[src/bte_pkg.sv]
// Shared types, constants and the month table for the BCD time to epoch seconds core.
package bte_pkg;

  // Register masks applied before BCD decoding
  localparam logic [7:0] SecMask  = 8'h7F;
  localparam logic [7:0] MinMask  = 8'h7F;
  localparam logic [7:0] HourMask = 8'h3F;
  localparam logic [7:0] WdayMask = 8'h07;
  localparam logic [7:0] DateMask = 8'h3F;
  localparam logic [7:0] MonMask  = 8'h1F;

  localparam int unsigned DaysW = 17;  // day count incl. the minus-one wrap
  localparam int unsigned TodW  = 18;  // seconds within the (unchecked) day

  localparam logic [11:0] YearBase    = 12'd2000;
  localparam logic [DaysW-1:0] DaysPerYear = 17'd365;
  localparam logic [TodW-1:0] SecPerHour   = 18'd3600;
  localparam logic [TodW-1:0] SecPerMin    = 18'd60;
  localparam logic [31:0] SecPerDay        = 32'd86400;
  localparam logic [3:0] MaxFullMonths     = 4'd12;

  // Decoded fields of one snapshot, carried down the pipeline
  typedef struct packed {
    logic [6:0] sec;
    logic [6:0] min;
    logic [5:0] hour;
    logic [2:0] wday;
    logic [5:0] day;
    logic [4:0] mon;
    logic [7:0] yy;
  } fields_t;

  // Packed BCD: high nibble times ten plus low nibble, non-BCD nibbles as they are
  function automatic logic [7:0] bcd_decode(input logic [7:0] b);
    logic [7:0] hi;
    logic [7:0] lo;
    hi = {4'd0, b[7:4]};
    lo = {4'd0, b[3:0]};
    return 8'((hi << 3) + (hi << 1) + lo);
  endfunction

  // Days before the first of the month after the given number of whole months
  function automatic logic [8:0] month_start_days(input logic [3:0] full_months);
    logic [8:0] d;
    case (full_months)
      4'd0:    d = 9'd0;
      4'd1:    d = 9'd31;
      4'd2:    d = 9'd59;
      4'd3:    d = 9'd90;
      4'd4:    d = 9'd120;
      4'd5:    d = 9'd151;
      4'd6:    d = 9'd181;
      4'd7:    d = 9'd212;
      4'd8:    d = 9'd243;
      4'd9:    d = 9'd273;
      4'd10:   d = 9'd304;
      4'd11:   d = 9'd334;
      default: d = 9'd365;
    endcase
    return d;
  endfunction

endpackage

[src/bte_days.sv]
// Day count since 2000-01-01 from decoded year, month and day of month.
module bte_days (
  input  logic [7:0]               yy_i,
  input  logic [4:0]               mon_i,
  input  logic [5:0]               day_i,
  output logic [bte_pkg::DaysW-1:0] days_o
);

  logic [3:0]               full_months;
  logic                     leap;
  logic [bte_pkg::DaysW-1:0] year_days;
  logic [bte_pkg::DaysW-1:0] leap_days;
  logic [bte_pkg::DaysW-1:0] sum;

  // Whole months before this one, months above twelve count as a full year
  always_comb begin
    if (mon_i == 5'd0) begin
      full_months = 4'd0;
    end else if ((mon_i - 5'd1) > 5'(bte_pkg::MaxFullMonths)) begin
      full_months = bte_pkg::MaxFullMonths;
    end else begin
      full_months = 4'(mon_i - 5'd1);
    end
  end

  // Every year divisible by four is a leap year
  assign leap      = (yy_i[1:0] == 2'b00);
  assign year_days = bte_pkg::DaysW'(yy_i) * bte_pkg::DaysPerYear;
  assign leap_days = bte_pkg::DaysW'((9'(yy_i) + 9'd3) >> 2);

  // Day zero wraps to all ones, read as minus one downstream
  always_comb begin
    sum = year_days + leap_days
        + bte_pkg::DaysW'(bte_pkg::month_start_days(full_months))
        + bte_pkg::DaysW'(leap && (full_months >= 4'd2))
        + bte_pkg::DaysW'(day_i);
    days_o = sum - bte_pkg::DaysW'(1);
  end

endmodule

[src/bcd_time_to_epoch_seconds_core.sv]
// Top level: four-stage pipeline from raw BCD clock registers to seconds since 2000.
//
// Takes one raw clock snapshot per cycle and returns the decoded fields plus
// the seconds since 2000-01-01 00:00:00 (every year divisible by four is a
// leap year, result modulo 2^32). Each item passes through these registered
// stages in order: BCD decode, day count and time-of-day sum, days times
// 86400 (the 32-bit multiplier sets the stage depth), final add into the
// output register. Throughput is one item per cycle; a stall at the output
// holds every stage in place and input ready drops only once all four are full.
module bcd_time_to_epoch_seconds_core (
  input  logic        clk_i,
  input  logic        rst_ni,
  input  logic        in_valid_i,
  output logic        in_ready_o,
  input  logic [7:0]  seconds_bcd_i,
  input  logic [7:0]  minutes_bcd_i,
  input  logic [7:0]  hours_bcd_i,
  input  logic [7:0]  weekday_bcd_i,
  input  logic [7:0]  date_bcd_i,
  input  logic [7:0]  month_bcd_i,
  input  logic [7:0]  year_bcd_i,
  output logic        out_valid_o,
  input  logic        out_ready_i,
  output logic [31:0] epoch_seconds_o,
  output logic [6:0]  second_value_o,
  output logic [6:0]  minute_value_o,
  output logic [5:0]  hour_value_o,
  output logic [2:0]  weekday_value_o,
  output logic [5:0]  day_value_o,
  output logic [4:0]  month_value_o,
  output logic [11:0] year_value_o
);

  logic v1_q, v2_q, v3_q, v4_q;
  logic v1_d, v2_d, v3_d, v4_d;
  logic en1, en2, en3, en4;

  bte_pkg::fields_t f1_q, f2_q, f3_q, f4_q;
  bte_pkg::fields_t f1_d;
  logic [bte_pkg::DaysW-1:0] days_d, days_q;
  logic [bte_pkg::TodW-1:0]  tod_d, tod2_q, tod3_q;
  logic [31:0]               prod_d, prod_q;
  logic [31:0]               secs_d, secs_q;

  // Stage enables: a stage moves when it is empty or its successor moves
  assign en4 = !v4_q || out_ready_i;
  assign en3 = !v3_q || en4;
  assign en2 = !v2_q || en3;
  assign en1 = !v1_q || en2;
  assign in_ready_o = en1;

  assign v1_d = en1 ? in_valid_i : v1_q;
  assign v2_d = en2 ? v1_q : v2_q;
  assign v3_d = en3 ? v2_q : v3_q;
  assign v4_d = en4 ? v3_q : v4_q;

  always_ff @(posedge clk_i or negedge rst_ni) begin
    if (!rst_ni) begin
      v1_q <= 1'b0;
      v2_q <= 1'b0;
      v3_q <= 1'b0;
      v4_q <= 1'b0;
    end else begin
      v1_q <= v1_d;
      v2_q <= v2_d;
      v3_q <= v3_d;
      v4_q <= v4_d;
    end
  end

  // Stage 1: mask and BCD-decode the register bytes; the weekday is only masked, the year only decoded
  always_comb begin
    f1_d.sec  = 7'(bte_pkg::bcd_decode(seconds_bcd_i & bte_pkg::SecMask));
    f1_d.min  = 7'(bte_pkg::bcd_decode(minutes_bcd_i & bte_pkg::MinMask));
    f1_d.hour = 6'(bte_pkg::bcd_decode(hours_bcd_i & bte_pkg::HourMask));
    f1_d.wday = 3'(weekday_bcd_i & bte_pkg::WdayMask);
    f1_d.day  = 6'(bte_pkg::bcd_decode(date_bcd_i & bte_pkg::DateMask));
    f1_d.mon  = 5'(bte_pkg::bcd_decode(month_bcd_i & bte_pkg::MonMask));
    f1_d.yy   = bte_pkg::bcd_decode(year_bcd_i);
  end

  always_ff @(posedge clk_i) begin
    if (en1 && in_valid_i) begin
      f1_q <= f1_d;
    end
  end

  // Stage 2: day count and seconds within the day
  bte_days u_days (
    .yy_i   (f1_q.yy),
    .mon_i  (f1_q.mon),
    .day_i  (f1_q.day),
    .days_o (days_d)
  );

  assign tod_d = bte_pkg::TodW'(f1_q.hour) * bte_pkg::SecPerHour
               + bte_pkg::TodW'(f1_q.min) * bte_pkg::SecPerMin
               + bte_pkg::TodW'(f1_q.sec);

  always_ff @(posedge clk_i) begin
    if (en2 && v1_q) begin
      f2_q   <= f1_q;
      days_q <= days_d;
      tod2_q <= tod_d;
    end
  end

  // Stage 3: days to seconds, the day count sign-extended so day zero wraps
  assign prod_d = {{(32 - bte_pkg::DaysW){days_q[bte_pkg::DaysW-1]}}, days_q}
                * bte_pkg::SecPerDay;

  always_ff @(posedge clk_i) begin
    if (en3 && v2_q) begin
      f3_q   <= f2_q;
      prod_q <= prod_d;
      tod3_q <= tod2_q;
    end
  end

  // Stage 4: final sum into the output register
  assign secs_d = prod_q + 32'(tod3_q);

  always_ff @(posedge clk_i) begin
    if (en4 && v3_q) begin
      f4_q   <= f3_q;
      secs_q <= secs_d;
    end
  end

  assign out_valid_o     = v4_q;
  assign epoch_seconds_o = secs_q;
  assign second_value_o  = f4_q.sec;
  assign minute_value_o  = f4_q.min;
  assign hour_value_o    = f4_q.hour;
  assign weekday_value_o = f4_q.wday;
  assign day_value_o     = f4_q.day;
  assign month_value_o   = f4_q.mon;
  assign year_value_o    = bte_pkg::YearBase + 12'(f4_q.yy);

  // Full pipeline with a stalled output takes no new item
  a_full_blocks: assert property (@(posedge clk_i) disable iff (!rst_ni)
    (v1_q && v2_q && v3_q && v4_q && !out_ready_i) |-> !in_ready_o)
    else $error("input taken while pipeline full and stalled");

  // An accepted item always lands in the first stage
  a_accept_lands: assert property (@(posedge clk_i) disable iff (!rst_ni)
    (in_valid_i && in_ready_o) |=> v1_q)
    else $error("accepted item lost at stage one");

  // A stalled result keeps its epoch value
  a_stall_holds: assert property (@(posedge clk_i) disable iff (!rst_ni)
    (out_valid_o && !out_ready_i) |=> (out_valid_o && $stable(epoch_seconds_o)))
    else $error("stalled result changed");

endmodule
[config.mk]
export PLATFORM = sky130hd
export DESIGN_NAME = bcd_time_to_epoch_seconds_core
export DESIGN_NICKNAME = d
export VERILOG_FILES = /design/src/bte_pkg.sv /design/src/bte_days.sv /design/src/bcd_time_to_epoch_seconds_core.sv
export SDC_FILE = /design/constraint.sdc
export NUM_CORES = 1
export LEC_CHECK = 0
export BUFFER_PORTS_ARGS = -buffer_cell sky130_fd_sc_hd__buf_2
export CAP_MARGIN = 20
export CORE_MARGIN = 2
export CORE_UTILIZATION = 40
export DETAILED_ROUTE_END_ITERATION = 8
export PLACE_DENSITY = 0.55
export SYNTH_ARGS = -nofsm -noshare
export SYNTH_HDL_FRONTEND = slang
export SYNTH_SLANG_ARGS = --single-unit
[constraint.sdc]
create_clock -name clk_i -period 8.4 [get_ports clk_i]
set_input_delay 1.68 -clock clk_i [delete_from_list [all_inputs] [get_ports clk_i]]
set_output_delay 1.68 -clock clk_i [all_outputs]
set_load 0.02 [all_outputs]
## After elaboration in Yosys (flattened, before gate mapping)

Memories as Yosys holds them, arrays and structs flattened.
Index checks and enable logic that the tools add are counted.

| operators by class | value |
|---|---|
| add/sub/neg operators | 23 |
| $lt $le $gt $ge | 2 |
| $mul | 4 |
| reduce and logical (&&, ||, !) cells | 15 |
| muxes and demuxes | 2 |

Operator list:

| operator | count |
|---|---|
| $add 32x18->32 | 1 |
| $mul 32x10->25 const B | 1 |
| $add 18x13->18 | 1 |
| $add 18x7->18 | 1 |
| $add 17x1->17 | 1 |
| $add 17x15->17 | 1 |
| $add 17x6->17 | 1 |
| $add 17x9->17 | 1 |
| $mul 8x9->17 const B | 1 |
| $sub 17x1->17 const B | 1 |
| $add 6x4->7 | 2 |
| $add 7x4->7 | 2 |
| $mul 6x8->14 const B | 1 |
| $add 11x8->12 const A | 1 |
| $add 5x3->6 | 2 |
| $add 6x4->6 | 2 |
| $mul 7x4->11 const B | 1 |
| $add 8x2->9 const B | 1 |
| $add 7x5->8 | 1 |
| $add 8x4->8 | 1 |
| $mux 4 | 2 |
| $add 4x2->5 | 1 |
| $add 5x4->5 | 1 |
| $gt 5x4->1 const B | 1 |
| other kinds (7) | 17 |

| word-level totals | value |
|---|---|
| logic and storage cells | 84 |
| input port bits | 60 |
| memories | 1 |
| bits in registers | 282 |
| ROM bits | 144 |
| output and inout port bits | 80 |

Memories:

| name | depth | bits a word | read ports | clocked after memory_dff | wr ports | line | RTL |
|---|---|---|---|---|---|---|---|
| (no name shown) | 16 | 9 | 1 | 0 | 0 | bte_pkg.sv:45 | `case (full_months)` |

## Logic depth before layout (Yosys ltp)

| logic depth | value |
|---|---|
| word-level depth | 9 |
| gate-level depth with buffers | 27 |

## Modules after synthesis

From an unflattened synthesis, not the netlist that was laid out.

| unflattened totals | value |
|---|---|
| cells, all modules | 1407 |
| area, all modules | 18028.5 um^2 |

By module, submodules not included:

| module | instances | area an instance (um^2) | cells an instance | sequential area each (um^2) |
|---|---|---|---|---|
| bcd_time_to_epoch_seconds_core | 1 | 15026.9 | 1066 | 8267.9 |
| bte_days | 1 | 3001.6 | 341 | 0.0 |

## Worst setup path after synthesis

Ideal clock, no wire load.

| timing | value |
|---|---|
| path kind | reg2reg |
| start point | register f1_q[8] in the netlist's numbering |
| end point | register days_q[14] in the netlist's numbering, data pin |
| data required time | 8.139 ns |
| clock period less this slack | 6.205 ns |
| stages on the path, launching flop included | 25 |
| library setup time | 0.261 ns |
| buffers on the path | 0 |
| setup slack | 2.195 ns |
| arrival time | 5.944 ns |
| path through | edfxtp_1 > inv_1 > ha_1 > nor2b_1 > o311a_1 > o21ai_1 > nor2_1 > inv_1 > ha_1 > nor3_1 > a21oi_1 > fa_1 > inv_1 > fa_1 > fa_1 > fa_1 > ha_1 > fa_1 > a21o_1 > a21oi_2 > o21bai_2 > a31o_1 > a21oi_2 > nor4b_1 > a311o_1 |

| on the way | value |
|---|---|
| longest elaborated chain between the ends | 9 |
| elaborated cells on any way between the ends | 12 |
| those cells by class | add/sub: 5; order compare: 2; mux: 2; reduce/logical: 2; memory: 1 |

Ends and longest elaborated chain:

| element | line | RTL |
|---|---|---|
| start, declared | bcd_time_to_epoch_seconds_core.sv:38 | `bte_pkg::fields_t f1_q, f2_q, f3_q, f4_q;` |
| start signal, assigned | bcd_time_to_epoch_seconds_core.sv:84 | `f1_q <= f1_d;` |
| $sub 5x1->5 | bte_days.sv:19 | `end else if ((mon_i - 5'd1) > 5'(bte_pkg::MaxFullMonths)) begin` |
| $gt 5x4->1 | bte_days.sv:19 |  |
| $mux 4 | bte_days.sv:19 |  |
| $mux 4 * | bte_days.sv:17 | `if (mon_i == 5'd0) begin` |
| $mem_v2 16x9 or $ge 4x2->1 (tied branches) | -- |  |
| $add 17x9->17 or $logic_and 1x1->1 (tied branches) | bte_days.sv:34, bte_days.sv:35 |  |
| $add 17x1->17 * | bte_days.sv:35 | `+ bte_pkg::DaysW'(leap && (full_months >= 4'd2))` |
| $add 17x6->17 * | bte_days.sv:36 | `+ bte_pkg::DaysW'(day_i);` |
| $sub 17x1->17 * | bte_days.sv:37 | `days_o = sum - bte_pkg::DaysW'(1);` |
| net days_d (one bit) | bcd_time_to_epoch_seconds_core.sv:40 | `logic [bte_pkg::DaysW-1:0] days_d, days_q;` |
| end signal, assigned | bcd_time_to_epoch_seconds_core.sv:103 | `days_q <= days_d;` |
| end, declared | bcd_time_to_epoch_seconds_core.sv:40 |  |

Mark *: on every way through the listed nets, which the timed path passes. The rest lies on a longest branch.
A chain may end at the register's enable or synchronous reset.

## Final worst setup path

Same ends and word-level chain as after synthesis.

==> flow_summary_export.csv <==
group,metric,value,unit
floorplanning,coreArea,44400,sq um
floorplanning,fp.dieH,217,microns
global_routing,grt_usage,13.8,%
setup_path,crit_path_end_kind,"flip-flop",
setup_path,cp.required,8670,ps
global_routing,grt_pass1_vias,10300,
synth,syn_inst,1433,
routing,wl,30.9,mm
timing,report.final.slew_viol_count,0,
synth,yosysWarnings,0,
floorplanning,pin_count,140,
clock_network,cts_buffer_depth,3,
floorplanning,dieArea,46900,sq um
clock_network,cts_made_buffers,34,
routing,initialDrtViolationCount,382,
global_routing,grt_first_pass_wirelength,51.6,mm
worst_hold_path,hp-class,"flip-flop to flip-flop",
placement,dp.final_hpwl,23.5,mm
timing,finalClockSkew,13.3,ps
timing,finalCritPeriodShare,81.3,%
timing,fmax,146,MHz
layout,layout_common_cells,"inv_1, edfxtp_1, ha_1",
placement,routabilityCongestion,0.827,
floorplanning,rows,77,
timing,worst_slew_margin_rel,42.1,%
clock_network,clock-sinks,276,
setup_path,cp_max_fo,8,
synth,async_reset_ff_share,1.45,%
global_routing,antenna_found_initial,0,
layout,fill_cells,3982,
routing,wl_per_cell,14.3,microns
layout,syn_to_final_growth,12.6,%
setup_path,startpoint_type,"flip-flop",
global_routing,grt_max_degree,63,
timing,tns,0,ps
routing,vias,9969,
synth,yosysSeqAreaShare,45.7,%
routing,final_antenna_net_count,0,
layout,antenna_cells,0,
clock_network,clockRootBuffer,"clkbuf_16",
layout,mostFrequentLayoutCell,"inv_1",
clock_network,htreeDepth,2,
clock_network,cts_setup_buffers,0,
layout,final_util,45.8,%
setup_path,worstPathArrival,7100,ps
clock_network,ctsResizeCount,0,
timing,rsz0062_at_grt,"no",
floorplanning,start_util,40.7,%
clock_network,cts_tree,"yes",
synth,synth.ff_latch_count,276,
timing,finalSetupViolations,0,
synth,synth_edf_count,272,
layout,layout-drive-gt1-share,13.4,%
setup_path,critical_path_class,"flip-flop to flip-flop",
routing,drc,0,
placement,portBuffers,125,
synth,synth_fp_nets,1836,
setup_path,worstReg2RegStart,"f1_q[8]",
timing,hold_violations,0,
synth,syn_area_per_cell,12.6,sq um
clock_network,clk_pin_slew,60,ps
timing,post-route-min-period,6830,ps
synth,synth_cell_types,65,
routing,vias_per_cell,4.60,
outcome,status,"finished, final reports clean",
global_routing,gr-total-overflow,0,
routing,detail_route.first_pass.iterations,4,
clock_network,hold_buffers,0,
clock_network,clk_latency,540,ps
floorplanning,die_w,217,microns
timing,worst_pin_slew,869,ps
layout,nets,1956,
synth,syn_area,18100,sq um
job,maxCapViolCount,0,
worst_hold_path,hp-start,"f2_q[41]",
setup_path,critPathLaunch,"f1_q[8]",
synth,synth_top_flop_cell,"edfxtp_1",
final timing paths:
check / cells after the start / slack, ps / endpoint
worst max-delay path: 24 / 1570 / days_q[14]
worst min-delay path: 0 / 420 / f3_q[41]
worst max register to register: 24 / 1570 / days_q[14]
worst min register to register: 0 / 420 / f3_q[41]
max in group asynchronous: 1 / 7350 / out_valid_o
min in group asynchronous: 1 / 940 / v3_q
cell type report:
| class | instances | area (sq um) | share of cell area [%] |
|---|---|---|---|
| multi-input combinational | 830 | 8440 | 41.5 |
| sequential | 276 | 8270 | 40.6 |
| inverter | 281 | 1050 | 5.18 |
| clock buffer | 38 | 887 | 4.36 |
| tap | 592 | 741 | 3.64 |
| timing repair buffer | 130 | 676 | 3.32 |
| clock inverter | 19 | 288 | 1.41 |
kinds of logic after synthesis:
kind of cell,count (synthesis),synth area share [%]
simple gates,165,4.62
compound gates,212,7.90
buf+inv,327,7.67
xor+xnor,107,5.18
fa+ha+maj,343,28.7
flops,276,45.7
mux,3,0.166
worst max-delay path, stage by stage (launching register included):
cell	delay, ps
edfxtp_1	510
inv_1	150
ha_1	210
nor2b_1	330
o311a_1	230
o21ai_1	140
nor2_1	370
inv_1	130
ha_1	330
nor3_1	180
a21oi_1	80
fa_1	390
inv_1	80
fa_1	430
fa_1	470
fa_1	490
ha_1	240
fa_1	410
a21o_1	180
a21oi_2	190
o21bai_2	100
a31o_1	240
a21oi_2	260
nor4b_1	90
a311o_1	320
per-stage QoR:
step / cell area [sq um] / setup slack [ps] / instances / hold slack (ps)
global route: 20400 / 1150 / 2166 / 416
detailed placement: 19200 / 1590 / 2108 / 405
floorplan: 18100 / 2190 / 1433 / 400
CTS: 20300 / 1550 / 2165 / 415
global placement: 19200 / 1750 / 2108 / 401
finish: 20400 / 1570 / 2166 / 415
cells in the mapped netlist (14+ instances only):
master / instances / share of area (%)
a21oi_1: 70 / 1.9
buf_4: 41 / 1.7
xnor2_1: 86 / 4.2
a21o_1: 25 / 1.0
fa_1: 120 / 13
ha_1: 223 / 15
o21ai_0: 22 / 0.61
inv_1: 281 / 5.8
edfxtp_1: 272 / 45
nand2_1: 34 / 0.71
xor2_1: 21 / 1.0
nand2b_1: 14 / 0.48
nor2_1: 49 / 1.0
sequential cells by signal (all words and copies together) (netlist names):
| name | cells |
|---|---|
| f1_q | 42 |
| day_value_o | 6 |
| epoch_seconds_o | 32 |
| weekday_value_o | 3 |
| v3_q | 1 |
| minute_value_o | 7 |
| v2_q | 1 |
| tod3_q | 16 |
| f4_q | 8 |
| f2_q | 42 |
| v1_q | 1 |
| days_q | 17 |
| out_valid_o | 1 |
| f3_q | 42 |
| second_value_o | 5 |
| tod2_q | 16 |
| month_value_o | 5 |
| prod_q | 25 |
| hour_value_o | 6 |
per-layer routing:
| metal | vias up | track usage, % | routed length, microns |
|---|---|---|---|
| li1 | 5087 | - | - |
| met1 | 4683 | 18.0 | 14700 |
| met2 | 146 | 22.8 | 14200 |
| met3 | 53 | 2.68 | 1230 |
| met4 | 0 | 4.82 | 772 |
| met5 | - | 0 | 0 |
Power is not shown: default switching activity piles up to over one toggle a cycle in this logic, so the estimate is an artifact.
